`src/rtl/bffa_pkg.sv`:
```
// Shared types, codes and constants for the first-fit bitmap allocator.
`default_nettype none

package bffa_pkg;

    localparam int CAP_W    = 14;
    localparam int NUM_W    = 14;
    localparam int STATUS_W = 2;

    localparam logic [CAP_W-1:0] CAP_RESET = 14'd8192;

    localparam logic OP_ALLOC = 1'b0;
    localparam logic OP_FREE  = 1'b1;

    localparam logic [STATUS_W-1:0] ST_OK           = 2'd0;
    localparam logic [STATUS_W-1:0] ST_FULL         = 2'd1;
    localparam logic [STATUS_W-1:0] ST_OUT_OF_RANGE = 2'd2;
    localparam logic [STATUS_W-1:0] ST_ALREADY_FREE = 2'd3;

    typedef struct packed {
        logic             op;
        logic [NUM_W-1:0] entry_number;
    } in_item_t;

    typedef struct packed {
        logic [STATUS_W-1:0] status;
        logic [NUM_W-1:0]    allocated_number;
        logic [NUM_W-1:0]    free_count;
    } result_t;

    // Commands from the controller to the datapath.
    typedef struct packed {
        logic                load;
        logic                advance;
        logic                clear;
        logic                rd_cur;
        logic                rd_next;
        logic                wr_set;
        logic                wr_clr;
        logic                emit;
        logic                grant;
        logic [STATUS_W-1:0] status;
    } dp_cmd_t;

    // Status from the datapath back to the controller.
    typedef struct packed {
        logic found;
        logic scan_end;
        logic last_word;
        logic idx_here;
        logic bit_set;
        logic range_bad;
    } dp_sts_t;

endpackage

`default_nettype wire

```
`src/rtl/bffa_ctrl.sv`:
```
// Controller state machine of the bitmap allocator: clearing pass, scan and free sequencing.
`default_nettype none

module bffa_ctrl
    import bffa_pkg::*;
(
    input  wire logic    clk,
    input  wire logic    rst_n,
    input  wire logic    start,
    input  wire logic    op,
    input  wire dp_sts_t sts,
    output dp_cmd_t      cmd,
    output logic         busy
);

    localparam logic [2:0] S_CLR  = 3'd0;
    localparam logic [2:0] S_IDLE = 3'd1;
    localparam logic [2:0] S_ACHK = 3'd2;
    localparam logic [2:0] S_SEEK = 3'd3;
    localparam logic [2:0] S_FCHK = 3'd4;

    logic [2:0] state_reg;
    logic [2:0] state_next;

    always_comb
    begin
        cmd        = '0;
        cmd.status = ST_OK;
        state_next = state_reg;
        unique case (state_reg)
            S_CLR:
            begin
                cmd.clear = 1'b1;
                if (sts.last_word)
                begin
                    state_next = S_IDLE;
                end
                else
                begin
                    cmd.advance = 1'b1;
                end
            end
            S_IDLE:
            begin
                // Word 0 is always being read here, so a scan can start at once.
                if (start)
                begin
                    cmd.load = 1'b1;
                    if (op == OP_ALLOC)
                    begin
                        state_next = S_ACHK;
                    end
                    else if (sts.range_bad)
                    begin
                        cmd.emit   = 1'b1;
                        cmd.status = ST_OUT_OF_RANGE;
                    end
                    else
                    begin
                        state_next = S_SEEK;
                    end
                end
            end
            S_ACHK:
            begin
                cmd.rd_next = 1'b1;
                if (sts.found)
                begin
                    cmd.wr_set = 1'b1;
                    cmd.emit   = 1'b1;
                    cmd.grant  = 1'b1;
                    cmd.status = ST_OK;
                    state_next = S_IDLE;
                end
                else if (sts.scan_end)
                begin
                    cmd.emit   = 1'b1;
                    cmd.status = ST_FULL;
                    state_next = S_IDLE;
                end
                else
                begin
                    cmd.advance = 1'b1;
                end
            end
            S_SEEK:
            begin
                if (sts.idx_here)
                begin
                    cmd.rd_cur = 1'b1;
                    state_next = S_FCHK;
                end
                else
                begin
                    cmd.advance = 1'b1;
                end
            end
            S_FCHK:
            begin
                cmd.emit   = 1'b1;
                state_next = S_IDLE;
                if (sts.bit_set)
                begin
                    cmd.wr_clr = 1'b1;
                    cmd.status = ST_OK;
                end
                else
                begin
                    cmd.status = ST_ALREADY_FREE;
                end
            end
            default:
            begin
                state_next = S_IDLE;
            end
        endcase
    end

    assign busy = (state_reg != S_IDLE);

    always_ff @(posedge clk or negedge rst_n)
    begin
        if (!rst_n)
        begin
            state_reg <= S_CLR;
        end
        else
        begin
            state_reg <= state_next;
        end
    end

endmodule

`default_nettype wire

```
`config.mk`:
```
export PLATFORM = sky130hd
export DESIGN_NAME = bffa_ctrl
export DESIGN_NICKNAME = d
export VERILOG_FILES = /design/src/rtl/bffa_pkg.sv /design/src/rtl/bffa_ctrl.sv
export SDC_FILE = /design/constraint.sdc
export NUM_CORES = 1
export LEC_CHECK = 0
export BUFFER_PORTS_ARGS = -buffer_cell sky130_fd_sc_hd__clkbuf_2
export CAP_MARGIN = 10
export CORE_AREA = 8 8 45 47
export CTS_CLUSTER_SIZE = 10
export DETAILED_ROUTE_END_ITERATION = 7
export DIE_AREA = 0 0 53 55
export GPL_TIMING_DRIVEN = 0
export PLACE_DENSITY = 0.52
export SLEW_MARGIN = 5
export SYNTH_ARGS = -nofsm -noshare
export SYNTH_HDL_FRONTEND = slang
export SYNTH_SLANG_ARGS = --single-unit
```
`constraint.sdc`:
```
create_clock -name clk -period 1.2 [get_ports clk]
set_clock_uncertainty 0.15 [all_clocks]
set_input_delay 0.06 -clock clk [delete_from_list [all_inputs] [get_ports clk]]
set_output_delay 0.06 -clock clk [all_outputs]
set_load 0.03 [all_outputs]
```
==> results of run 1 <==
-- path summary, 6_finish.rpt --
kind	start	endpoint	slack (ns)	cells past startpoint
min	rst_n	state_reg[0]	0.0009	2
max in group asynchronous	rst_n	state_reg[1]	0.78	2
min in group clk	op	state_reg[0]	0.09	4
min reg2reg	state_reg[2]	state_reg[0]	0.59	3
max reg2reg	state_reg[1]	state_reg[0]	-0.13	5
max	state_reg[0]	cmd[3]	-0.45	4
-- placed cells by master (no fill, tap or decap), types with 2 or more instances in the layout --
master / n
clkbuf_4: 3
dlygate4sd3_1: 3
nor3_2: 2
buf_8: 3
nor2_1: 2
nand2_1: 2
nor2_2: 2
dfrtp_2: 2
or3b_1: 2
buf_4: 7
and3_1: 2
buf_6: 8
clkbuf_8: 7
clkbuf_2: 9
-- where the power goes --
| part | leakage, nW | internal (mW) | total (mW) | switching, mW |
|---|---|---|---|---|
| logic | 0.316 | 0.815 | 1.56 | 0.741 |
| clock network | 0.0150 | 0.125 | 0.178 | 0.0529 |
| registers | 0.0357 | 0.150 | 0.216 | 0.0660 |
| total | 0.366 | 1.09 | 1.95 | 0.860 |
-- cell usage after synthesis, types with 2 or more instances --
library cell	n	share of area, %
nor3_1	3	4.9
nor2_1	4	4.9
and3_1	2	4.0
dfrtp_1	3	24
a21oi_1	2	3.2
buf_4	2	4.9
or3b_1	2	5.7
nand2_1	3	3.6
nor3b_1	3	7.3
-- layer usage --
layer / vias to the layer above / GRT usage [%] / routed length (µm)
li1: 221 / - / -
met1: 209 / 8.56 / 436
met2: 11 / 17.8 / 738
met3: 0 / 1.60 / 88
met4: 0 / 5.17 / 0
met5: - / 0 / 0
-- logic make-up after synthesis --
logic type | count (synthesis) | share of synthesized area [%]
AOI/OAI and AO/OA | 10 | 22.3
buffers and inverters | 5 | 11.3
DFF | 3 | 24.3
and+or+nand+nor | 22 | 42.1
-- per-stage QoR --
stage / cell area, µm² / utilization, % / hold WS (ns)
after global placement: 509 / 36.8 / -0.293
after floorplan: 384 / - / -0.386
after global routing: 800 / 57.8 / 0.00201
after CTS: 763 / 55.2 / 0.00119
after detailed placement: 509 / 36.8 / -0.292
final: 800 / 57.8 / 0.000880
-- critical path, delay by kind of cell (launching register included) --
| family | cells | cell delay (ns) |
|---|---|---|
| AOI/OAI and AO/OA | 1 | 0.09 |
| buffers and inverters | 2 | 0.33 |
| DFF | 1 | 0.44 |
| and+or+nand+nor | 1 | 0.34 |
-- area by class of cell --
| class | instances | area share, % |
|---|---|---|
| Timing Repair Buffer | 34 | 41.8 |
| Multi-Input combinational cell | 32 | 36.6 |
| Sequential cell | 3 | 9.70 |
| Buffer | 4 | 5.63 |
| Clock buffer | 4 | 3.29 |
| Tap cell | 16 | 2.50 |
| Inverter | 1 | 0.469 |
-- timing repair --
| item | CTS | global route |
|---|---|---|
| pin swaps | 6 | 6 |
| hold buffers | 3 | 0 |
| hold endpoints to repair | 5 | 0 |
| buffers inserted | 8 | 2 |
| setup endpoints to repair | 14 | 14 |
| resized for setup | 31 | 10 |
==> impl_metrics.toml, run 1 <==
[status]
status = "finished with violations"
violations = "negative setup slack"

[routing]
drc = 0
dr.first_iter.drc_count = 2
wire_per_inst_um = 13.4
avgViaCountPerCell = 4.69
wl_mm = 1.26
ant_nets = 0
num_vias = 441
dr.pass1.iters = 4

[grt]
first_global_vias = 481
grt_usage_pct = 9.04
grt_pass1_wl_mm = 2.01
grt_max_degree = 11
grt_overflow_total = 0
antenna_found_initial = 0

[cts]
cts_max_level = 1
insertion_delay_ns = 0.23
clock-root-buffer = "clkbuf_4"
clkTransAtPathRegs_ns = 0.04
cts_buffers = 3
clock-sinks = 3
cts_buffer_depth = 2
cts_tree = "yes"

[worst_setup_path]
crit_type = "flip-flop to output pin"
critPathLaunchType = "flip-flop"
crit_chain = "buf_6 -> or3b_1 -> o211ai_1 -> buf_4"
worstPathArrival_ns = 1.44
critPathSlowestCell = "dfrtp_2"
slowest_delay_ns = 0.44
cp.required_ns = 0.99
crit_fanout = 5
worst_setup_path_end_kind = "output pin"

[die]
dieWidth_um = 53
ios = 22
dieArea_um2 = 2920
core_area_um2 = 1380
initial_utilization_pct = 22.3
die_height_um = 55
rows = 14

[layout]
area_growth_pct = 159
n_fill_cell = 126
largest_register_ffs = 3
drive_gt1_share_pct = 70.5
fin_cells = 94
ff_latch_area_um2 = 77.6
fin_nets = 89
multiInputGateArea_um2 = 293
antennaDiodeCount = 0

[synth]
ys.flop_type = "dfrtp_1"
ys_seq_elements = 3
yosysUniqueCellTypes = 25
yosysWarnings = 0
ys_seq_area_share_pct = 24.3
synthCells = 40
ys_async_sr_fraction_pct = 100
avgSynthCellArea_um2 = 7.73
syn_nets = 50
synth_edf_count = 0
synthesis.area_um2 = 309

[hold_path]
hp-class = "primary input to async pin"

[sta]
rsz0062_at_grt = "true"
drv_slew = 0
tightest_slew_ns = 0.239
period_share_pct = 138
setup_viol = 14
tns_ns = -4.41
fin_crit_ns = 1.65
layout_setup_ws_ns = -0.450
hold_viol = 0
fmax_ghz = 0.606
slew_headroom_pct = 84.0

[power]
p_total_mw = 1.95
ir_drop_mv = 1.24
p_per_area_nw_per_um2 = 2440
p_leak_nw = 0.366

[placement]
place.gp.congestion = 0.711
post-place-ws_ns = -0.347
io_buffers = 21
hpwl_um = 843
dp.cells = 77

[run]
drv_cap = 0
No activity file was read; power rests on OpenSTA's default activity.
==> inputs of run 2 (changes only) <==
--- a/config.mk
+++ b/config.mk
@@ -13,7 +13,8 @@
 export DIE_AREA = 0 0 53 55
 export GPL_TIMING_DRIVEN = 0
 export PLACE_DENSITY = 0.52
-export SLEW_MARGIN = 5
+export RECOVER_POWER = 100
+export SLEW_MARGIN = 20
 export SYNTH_ARGS = -nofsm -noshare
 export SYNTH_HDL_FRONTEND = slang
 export SYNTH_SLANG_ARGS = --single-unit
==> impl_metrics.toml, run 2 (synthesis gave the netlist of run 1 again) <==
[grt]
grt_overflow_total = 0
grt_usage_pct = 9.04
grt_pass1_wl_mm = 2.01
grt_max_degree = 11
antenna_found_initial = 0
first_global_vias = 481

[die]
dieArea_um2 = 2920
core_area_um2 = 1380
ios = 22
initial_utilization_pct = 22.3
rows = 14
dieWidth_um = 53
die_height_um = 55

[routing]
drc = 0
wire_per_inst_um = 13.5
ant_nets = 0
dr.first_iter.drc_count = 2
num_vias = 441
avgViaCountPerCell = 4.69
dr.pass1.iters = 4
wl_mm = 1.27

[worst_setup_path]
crit_fanout = 5
crit_type = "flip-flop to output pin"
rrSetupSlack_ns = -0.13
worst_setup_path_end_kind = "output pin"
cp.required_ns = 0.99
critPathLaunchType = "flip-flop"
worstPathArrival_ns = 1.44

[run]
drv_cap = 0

[sta]
period_share_pct = 138
drv_slew = 0
layout_setup_ws_ns = -0.450
setup_viol = 14
fmax_ghz = 0.606
rsz0062_at_grt = "true"
hold_viol = 0
whs_ns = 0.00937
tns_ns = -4.41
tightest_slew_ns = 0.239
fin_crit_ns = 1.65
slew_headroom_pct = 84.0

[cts]
cts_buffers = 3
clock-sinks = 3
clkTransAtPathRegs_ns = 0.04
insertion_delay_ns = 0.23
cts_max_level = 1
cts_tree = "yes"
cts_buffer_depth = 2
clock-root-buffer = "clkbuf_4"

[layout]
antennaDiodeCount = 0
final_cell_mix = "buf_6, clkbuf_2, clkbuf_8, buf_4"
n_fill_cell = 127
fin_nets = 89
largest_register_ffs = 3
area_growth_pct = 158
drive_gt1_share_pct = 69.2

[power]
ir_drop_mv = 1.24
p_leak_nw = 0.363
p_per_area_nw_per_um2 = 2440

[placement]
post-place-ws_ns = -0.347
hpwl_um = 843
io_buffers = 21
place.gp.congestion = 0.711

[status]
status = "finished with violations"
violations = "negative setup slack"

[hold_path]
hp-class = "primary input to async pin"
-- run 2: worst paths after layout --
check / to / startpoint / depth (start not counted)
max in group asynchronous: state_reg[1] / rst_n / 2
max: cmd[3] / state_reg[0] / 4
min: state_reg[0] / rst_n / 2
max reg2reg: state_reg[0] / state_reg[1] / 5
min reg2reg: state_reg[0] / state_reg[2] / 3
min in group clk: state_reg[0] / op / 4
-- run 2: area by class of cell --
cell class              count  area [µm²]  area share, %
plain buffers               4        45.0           5.64
flip-flops and latches      3        77.6           9.72
inverters                   1        3.75          0.470
multi-input cells          32         293           36.7
repair buffers             34         333           41.7
clock buffers               4        26.3           3.29
well taps                  16        20.0           2.51
-- run 2: layer usage --
metal / wire length, µm / up-vias / part of all wire [%] / track usage (%)
met2: 739 / 11 / 58 / 17.8
met3: 88 / 0 / 7.0 / 1.60
met1: 438 / 209 / 35 / 8.56
met5: 0 / - / 0 / 0
li1: - / 221 / - / -
met4: 0 / 0 / 0 / 5.17
-- run 2: worst max-delay path, cell delays in order (launching register included) --
cell      delay, ns
dfrtp_2        0.44
buf_6          0.14
or3b_1         0.34
o211ai_1       0.09
buf_4          0.19
-- run 2: stage by stage --
stage	power (mW)	cell area, µm²	utilization (%)	instances
6_report	1.95	798	57.7	94
5_1_grt	2.06	798	57.7	94
4_1_cts	1.86	763	55.2	92
3_5_place_dp	1.21	509	36.8	77
3_3_place_gp	1.21	509	36.8	77
2_1_floorplan	0.971	384	-	40
-- run 2: repair_timing --
| item | in CTS | in global routing |
|---|---|---|
| hold buffers | 3 | 0 |
| pin swaps | 6 | 6 |
| setup endpoints to repair | 14 | 14 |
| endpoints found under the hold margin | 5 | 0 |
| gates resized for setup | 31 | 10 |
| buffers inserted | 8 | 2 |
-- run 2: report_power, final --
part	internal, mW	switching [mW]	leakage (nW)	total [mW]
logic	0.815	0.741	0.313	1.56
registers	0.150	0.0660	0.0357	0.216
clock network	0.125	0.0529	0.0150	0.178
total	1.09	0.859	0.363	1.95
